[src/design/pmt_pkg.sv]
// ----------------------------------------------------------------------------
// pmt_pkg
// Types and constants of the PS/2 mouse packet tracker.
// ----------------------------------------------------------------------------
`timescale 1ns / 1ps

package pmt_pkg;

	localparam int POS_BITS    = 12;
	localparam int CFG_BITS    = 12;
	localparam int CURSOR_BITS = 12;
	localparam int BTN_BITS    = 3;
	localparam int BYTE_BITS   = 8;
	localparam int DELTA_BITS  = BYTE_BITS + 1;
	localparam int AXW = ((POS_BITS > CFG_BITS) ? POS_BITS : CFG_BITS) + 2;

	localparam logic [BYTE_BITS-1:0] OVF_X = 8'h80;
	localparam logic [BYTE_BITS-1:0] OVF_Y = 8'h40;
	localparam int SIGN_X_BIT  = 4;
	localparam int SIGN_Y_BIT  = 5;
	localparam int EDGE_LO     = 2;
	localparam int EDGE_MARGIN = 18;

	localparam logic [CFG_BITS-1:0] WIDTH_RESET  = 12'd1024;
	localparam logic [CFG_BITS-1:0] HEIGHT_RESET = 12'd768;

	localparam int ADDR_BITS = 3;
	localparam logic REG_SCREEN_WIDTH  = 1'b0;
	localparam logic REG_SCREEN_HEIGHT = 1'b1;

	typedef enum logic [1:0] {
		PH_HEAD = 2'd0,
		PH_DX   = 2'd1,
		PH_DY   = 2'd2
	} phase_t;

	typedef struct packed {
		logic                   status;
		logic [CURSOR_BITS-1:0] cursor_x;
		logic [CURSOR_BITS-1:0] cursor_y;
		logic [BTN_BITS-1:0]    button_bits;
		logic [BTN_BITS-1:0]    prior_buttons;
	} result_t;

	localparam logic signed [AXW-1:0] LO_S     = AXW'(EDGE_LO);
	localparam logic signed [AXW-1:0] MARGIN_S = AXW'(EDGE_MARGIN);
	localparam logic signed [AXW-1:0] MAX_S    = AXW'((1 << POS_BITS) - 1);

	// Position plus delta, clamped to [2, max(2, size-18)].
	function automatic logic [POS_BITS-1:0] clamp_axis(
		input logic signed [AXW-1:0] v,
		input logic [CFG_BITS-1:0] size
	);
		logic signed [AXW-1:0] hi;
		logic signed [AXW-1:0] r;
		hi = $signed({{(AXW-CFG_BITS){1'b0}}, size}) - MARGIN_S;
		if (hi < LO_S) hi = LO_S;
		if (hi > MAX_S) hi = MAX_S;
		r = v;
		if (r < LO_S) r = LO_S;
		if (r > hi) r = hi;
		return r[POS_BITS-1:0];
	endfunction

endpackage

[src/design/ps2_mouse_packet_tracker.sv]
// Result: registered on acceptance of its third byte, into the output or skid register.
// Throughput: one byte per cycle; a two-entry output buffer (output register plus
// skid register) takes new bytes while results wait, in_ready drops only when both hold.
// Reset: phase at head byte, cursor at 0,0, buttons clear, screen 1024 x 768.
// ----------------------------------------------------------------------------
// ps2_mouse_packet_tracker
// Assembles three-byte PS/2 mouse packets and tracks a clamped cursor.
// ----------------------------------------------------------------------------
`timescale 1ns / 1ps

module ps2_mouse_packet_tracker (
	input  logic                                 clk,
	input  logic                                 arst_n,
	input  logic                                 psel,
	input  logic                                 penable,
	input  logic                                 pwrite,
	input  logic [pmt_pkg::ADDR_BITS-1:0]        paddr,
	input  logic [31:0]                          pwdata,
	output logic [31:0]                          prdata,
	output logic                                 pready,
	input  logic                                 in_valid,
	output logic                                 in_ready,
	input  logic [pmt_pkg::BYTE_BITS-1:0]        data_byte,
	input  logic                                 ignore_byte,
	output logic                                 out_valid,
	input  logic                                 out_ready,
	output logic                                 status,
	output logic [pmt_pkg::CURSOR_BITS-1:0]      cursor_x,
	output logic [pmt_pkg::CURSOR_BITS-1:0]      cursor_y,
	output logic [pmt_pkg::BTN_BITS-1:0]         button_bits,
	output logic [pmt_pkg::BTN_BITS-1:0]         prior_buttons
);

	localparam int PB  = pmt_pkg::POS_BITS;
	localparam int CB  = pmt_pkg::CFG_BITS;
	localparam int CW  = pmt_pkg::CURSOR_BITS;
	localparam int BB  = pmt_pkg::BTN_BITS;
	localparam int DW  = pmt_pkg::DELTA_BITS;
	localparam int AXW = pmt_pkg::AXW;

	logic [CB-1:0] width_q, height_q;

	pmt_pkg::phase_t phase_q, phase_next;
	logic [pmt_pkg::BYTE_BITS-1:0] head_q, dx_q;
	logic [PB-1:0] pos_x_q, pos_y_q;
	logic [BB-1:0] btn_now_q, btn_before_q;

	pmt_pkg::result_t out_q, skid_q, res;
	logic out_valid_q, skid_valid_q;

	logic act, fire, drop, pop;
	logic signed [DW-1:0] dx9, dy9;
	logic signed [AXW-1:0] sum_x, sum_y;
	logic [PB-1:0] new_x, new_y;

	// ---------------- configuration ----------------
	assign pready = 1'b1;

	always_ff @(posedge clk or negedge arst_n) begin
		if (!arst_n) begin
			width_q  <= pmt_pkg::WIDTH_RESET;
			height_q <= pmt_pkg::HEIGHT_RESET;
		end else if (psel && penable && pwrite) begin
			unique case (paddr[2])
				pmt_pkg::REG_SCREEN_WIDTH:  width_q  <= pwdata[CB-1:0];
				pmt_pkg::REG_SCREEN_HEIGHT: height_q <= pwdata[CB-1:0];
				default: ;
			endcase
		end
	end

	always_comb begin
		unique case (paddr[2])
			pmt_pkg::REG_SCREEN_WIDTH:  prdata = {{(32-CB){1'b0}}, width_q};
			pmt_pkg::REG_SCREEN_HEIGHT: prdata = {{(32-CB){1'b0}}, height_q};
			default:                    prdata = '0;
		endcase
	end

	// ---------------- packet assembly ----------------
	assign in_ready = !skid_valid_q;
	assign act      = in_valid && in_ready && !ignore_byte;
	assign fire     = act && (phase_q == pmt_pkg::PH_DY);
	assign drop     = (head_q & (pmt_pkg::OVF_X | pmt_pkg::OVF_Y)) != '0;

	always_comb begin
		unique case (phase_q)
			pmt_pkg::PH_HEAD: phase_next = pmt_pkg::PH_DX;
			pmt_pkg::PH_DX:   phase_next = pmt_pkg::PH_DY;
			pmt_pkg::PH_DY:   phase_next = pmt_pkg::PH_HEAD;
			default:          phase_next = pmt_pkg::PH_DX;
		endcase
	end

	always_comb begin
		dx9   = $signed({head_q[pmt_pkg::SIGN_X_BIT], dx_q});
		dy9   = $signed({head_q[pmt_pkg::SIGN_Y_BIT], data_byte});
		sum_x = $signed({{(AXW-PB){1'b0}}, pos_x_q}) + $signed({{(AXW-DW){dx9[DW-1]}}, dx9});
		sum_y = $signed({{(AXW-PB){1'b0}}, pos_y_q}) - $signed({{(AXW-DW){dy9[DW-1]}}, dy9});
		new_x = pmt_pkg::clamp_axis(sum_x, width_q);
		new_y = pmt_pkg::clamp_axis(sum_y, height_q);

		res.status        = drop;
		res.cursor_x      = drop ? CW'(pos_x_q) : CW'(new_x);
		res.cursor_y      = drop ? CW'(pos_y_q) : CW'(new_y);
		res.button_bits   = head_q[BB-1:0];
		res.prior_buttons = btn_before_q;
	end

	always_ff @(posedge clk or negedge arst_n) begin
		if (!arst_n) begin
			phase_q      <= pmt_pkg::PH_HEAD;
			head_q       <= '0;
			dx_q         <= '0;
			pos_x_q      <= '0;
			pos_y_q      <= '0;
			btn_now_q    <= '0;
			btn_before_q <= '0;
		end else if (act) begin
			phase_q <= phase_next;
			unique case (phase_q)
				pmt_pkg::PH_DX: begin
					dx_q <= data_byte;
				end
				pmt_pkg::PH_DY: begin
					if (!drop) begin
						pos_x_q   <= new_x;
						pos_y_q   <= new_y;
						btn_now_q <= head_q[BB-1:0];
					end
				end
				default: begin
					btn_before_q <= btn_now_q;
					head_q       <= data_byte;
					btn_now_q    <= data_byte[BB-1:0];
				end
			endcase
		end
	end

	// ---------------- output buffer ----------------
	assign pop = out_valid_q && out_ready;

	always_ff @(posedge clk or negedge arst_n) begin
		if (!arst_n) begin
			out_valid_q  <= 1'b0;
			skid_valid_q <= 1'b0;
		end else if (skid_valid_q) begin
			if (pop) begin
				skid_valid_q <= 1'b0;
			end
		end else if (fire) begin
			if (out_valid_q && !pop) begin
				skid_valid_q <= 1'b1;
			end else begin
				out_valid_q <= 1'b1;
			end
		end else if (pop) begin
			out_valid_q <= 1'b0;
		end
	end

	always_ff @(posedge clk) begin
		if (skid_valid_q) begin
			if (pop) out_q <= skid_q;
		end else if (fire) begin
			if (out_valid_q && !pop) skid_q <= res;
			else                     out_q  <= res;
		end
	end

	assign out_valid     = out_valid_q;
	assign status        = out_q.status;
	assign cursor_x      = out_q.cursor_x;
	assign cursor_y      = out_q.cursor_y;
	assign button_bits   = out_q.button_bits;
	assign prior_buttons = out_q.prior_buttons;

endmodule

[config.mk]
export PLATFORM = sky130hd
export DESIGN_NAME = ps2_mouse_packet_tracker
export DESIGN_NICKNAME = d
export VERILOG_FILES = /design/src/design/pmt_pkg.sv /design/src/design/ps2_mouse_packet_tracker.sv
export SDC_FILE = /design/constraint.sdc
export NUM_CORES = 1
export LEC_CHECK = 0
export ABC_AREA = 1
export BUFFER_PORTS_ARGS = -buffer_cell sky130_fd_sc_hd__buf_2
export CAP_MARGIN = 20
export CORE_MARGIN = 5
export CORE_UTILIZATION = 40
export CTS_CLUSTER_DIAMETER = 80
export DETAILED_ROUTE_END_ITERATION = 7
export GPL_TIMING_DRIVEN = 1
export MAX_ROUTING_LAYER = met4
export PLACE_DENSITY = 0.66
export SLEW_MARGIN = 10
export SYNTH_ARGS = -nofsm -noshare
export SYNTH_HDL_FRONTEND = slang
export SYNTH_SLANG_ARGS = --single-unit
[constraint.sdc]
create_clock -name clk -period 5.4 [get_ports clk]
set_clock_uncertainty 0.15 [all_clocks]
set_input_delay 0.27 -clock clk [delete_from_list [all_inputs] [get_ports clk]]
set_output_delay 0.27 -clock clk [all_outputs]
set_load 0.02 [all_outputs]
==> flow_metrics.env <==
export IMPL_htreeDepth=4
export IMPL_setup_viol=0
export IMPL_viasPerCell=4.72
export IMPL_synthCells=1253
export IMPL_cts_buffers_inserted=17
export IMPL_p_total_mw=7.63
export IMPL_rsz0062_at_grt="no"
export IMPL_syn_avg_cell_area_um2=7.43
export IMPL_overflow=0
export IMPL_die_w_um=163
export IMPL_grt_pass1_wl_um=36200
export IMPL_area_growth_syn_to_layout_pct=14.7
export IMPL_fmax_mhz=201
export IMPL_synth_edf_count=62
export IMPL_max_cap_viol_count=0
export IMPL_ir_worst_vdd_v=0.000275
export IMPL_leakage_nw=5.63
export IMPL_cts_root_buf="clkbuf_16"
export IMPL_antenna_found_initial=0
export IMPL_crit_slowest_cell="fa_1"
export IMPL_synth_async_reset_ratio_pct=54.1
export IMPL_detail_route_wl_per_cell_um=13.2
export IMPL_multiInputGateArea_um2=4800
export IMPL_arrival_ns=5.13
export IMPL_final_cell_mix="474 x nand2_1, 147 x inv_1, 77 x nand3_1, 72 x buf_2, 70 x dfrtp_1"
export IMPL_drtAntennaViolNets=0
export IMPL_hold_viol=0
export IMPL_fp_dieH_um=163
export IMPL_ios=117
export IMPL_fillers=2245
export IMPL_grt_max_degree=74
export IMPL_grt_pass1_vias=7330
export IMPL_cts_sinks=135
export IMPL_seq_area_um2=3690
export IMPL_drt_iter0_markers=416
export IMPL_min_period_over_period_pct=92.2
export IMPL_endpoint_kind="flip-flop"
export IMPL_min_path_type="input port to flip-flop"
export IMPL_status="complete, no violations"
export IMPL_path_common_cell="nand2_1"
export IMPL_worst_pin_slew_ns=0.983
export IMPL_start_util_pct=40.9
export IMPL_fin_nets=1451
export IMPL_wl_um=21900
export IMPL_fin_crit_ns=4.98
export IMPL_routabilityCongestion=0.893
export IMPL_yosysSeqAreaShare_pct=39.6
export IMPL_synth_seq_cells=135
export IMPL_io_buffer_count=73
export IMPL_dpl_hpwl_um=16500
export IMPL_cts_tree="done"
export IMPL_cp_max_fo=13
export IMPL_max_stage_delay_ns=0.44
export IMPL_required_ns=5.55
export IMPL_antennaDiodeCount=0
export IMPL_layout_commonest_cell="nand2_1"
export IMPL_drc_errors=0
export IMPL_fin_setup_tns_ns=0
export IMPL_worstSetupStartpointType="flip-flop"
export IMPL_clkTransAtPathRegs_ns=0.07
export IMPL_dieArea_um2=26400
export IMPL_vias=7830
export IMPL_yosysWarnings=0
export IMPL_core_um2=22800
export IMPL_firstDrtPassIters=5
export IMPL_synth_top_flop_cell="dfrtp_1"
export IMPL_clk_insertion_delay_late_ns=0.42
export IMPL_clockBufferDepth=2
export IMPL_grt_usage_pct=17.2
export IMPL_rows=55
export IMPL_drive_gt1_share_pct=14.8
export IMPL_post_route_util_pct=46.9
export IMPL_slew_headroom_pct=34.4
export IMPL_synth_distinct_cells=43
export IMPL_power_density_nw_per_um2=714
export IMPL_syn_area_um2=9320
export IMPL_worstSetupPathType="flip-flop to flip-flop"
export IMPL_drv_slew=0
-- kinds of logic after synthesis --
group / after synthesis / share of synthesized area, %
buffers and inverters: 208 / 9.94
AND/OR/NAND/NOR: 733 / 34.7
adder cells (fa/ha/maj): 66 / 9.03
AO/OA/AOI/OAI: 95 / 5.29
flip-flops: 135 / 39.6
other: 2 / 0.0806
XOR/XNOR: 14 / 1.32
-- worst max-delay path: cells and delay by family, from the launching register on --
family          cells  cell delay, ns
simple gates       21            2.20
compound gates      1            0.19
flops               1            0.39
buf+inv             2            0.29
fa+ha+maj           4            1.41
xor+xnor            1            0.22
-- registers in the layout, summed over array words and instances, names as in the netlist, 7 cells and up --
register and cells:
cursor_x 12, cursor_y 12, dx_q 8, head_q 7
height_q 12, pos_x_q 12, pos_y_q 12, skid_q 31
width_q 12
-- synthesized netlist by cell type (23+ instances only) --
cell type / instances / area share (%)
inv_1: 147 / 5.9
nand2_1: 474 / 19
ha_1: 64 / 8.6
a21oi_1: 23 / 1.2
o21ai_0: 66 / 3.5
nand3_1: 77 / 4.1
nand2_2: 38 / 2.6
edfxtp_1: 62 / 20
nand4_1: 38 / 2.6
dfrtp_1: 70 / 19
nor2_1: 58 / 2.3
buf_4: 26 / 2.1
-- final timing paths --
path,startpoint,to,slack (ns),depth (start not counted)
worst max-delay path,dx_q[0],cursor_x[10],0.42,29
worst min-delay path,data_byte[3],dx_q[3],0.04,3
worst max register to register,dx_q[0],cursor_x[10],0.42,29
worst min register to register,btn_before_q[1],skid_q[1],0.33,0
max in group asynchronous,arst_n,phase_q[0],4.37,3
min in group asynchronous,arst_n,pos_y_q[10],0.14,2
-- power by group --
group / internal (mW) / switching [mW]
combinational: 1.60 / 3.15
clock: 0.663 / 0.513
sequential: 1.51 / 0.197
-- per-stage QoR --
| stage | std cells | setup slack (ns) | hold WS, ns | cell area, µm² |
|---|---|---|---|---|
| after detailed placement | 1609 | 0.415 | 0.316 | 9840 |
| after global routing | 1660 | 0.00444 | 0.0359 | 10700 |
| final | 1660 | 0.421 | 0.0396 | 10700 |
| after global placement | 1609 | 0.434 | 0.313 | 9840 |
| after floorplan | 1272 | 1.27 | -0.176 | 9390 |
| after CTS | 1654 | 0.387 | 0.0285 | 10600 |
-- final cells by class --
cell class	count	area share (%)
repair inverters	2	0.117
clock inverters	15	1.60
inverters	153	5.44
flip-flops and latches	135	34.5
multi-input cells	929	44.9
well taps	313	3.66
repair buffers	96	5.74
clock buffers	17	3.98
-- timing repair --
item                                   4_1_cts  5_1_grt
gates resized for setup                      0        8
hold buffers                                13        0
setup buffers                                0        2
endpoints found under the hold margin       90        0
setup endpoints to repair                    0       31
-- routing by layer --
layer / track usage, % / up-vias / share of wire [%]
met1: 24.6 / 3478 / 51
met4: 4.04 / 0 / 1.6
met5: - / - / 0
li1: - / 4130 / -
met2: 25.8 / 195 / 43
met3: 2.56 / 27 / 4.6
No activity file was read; power rests on OpenSTA's default activity.
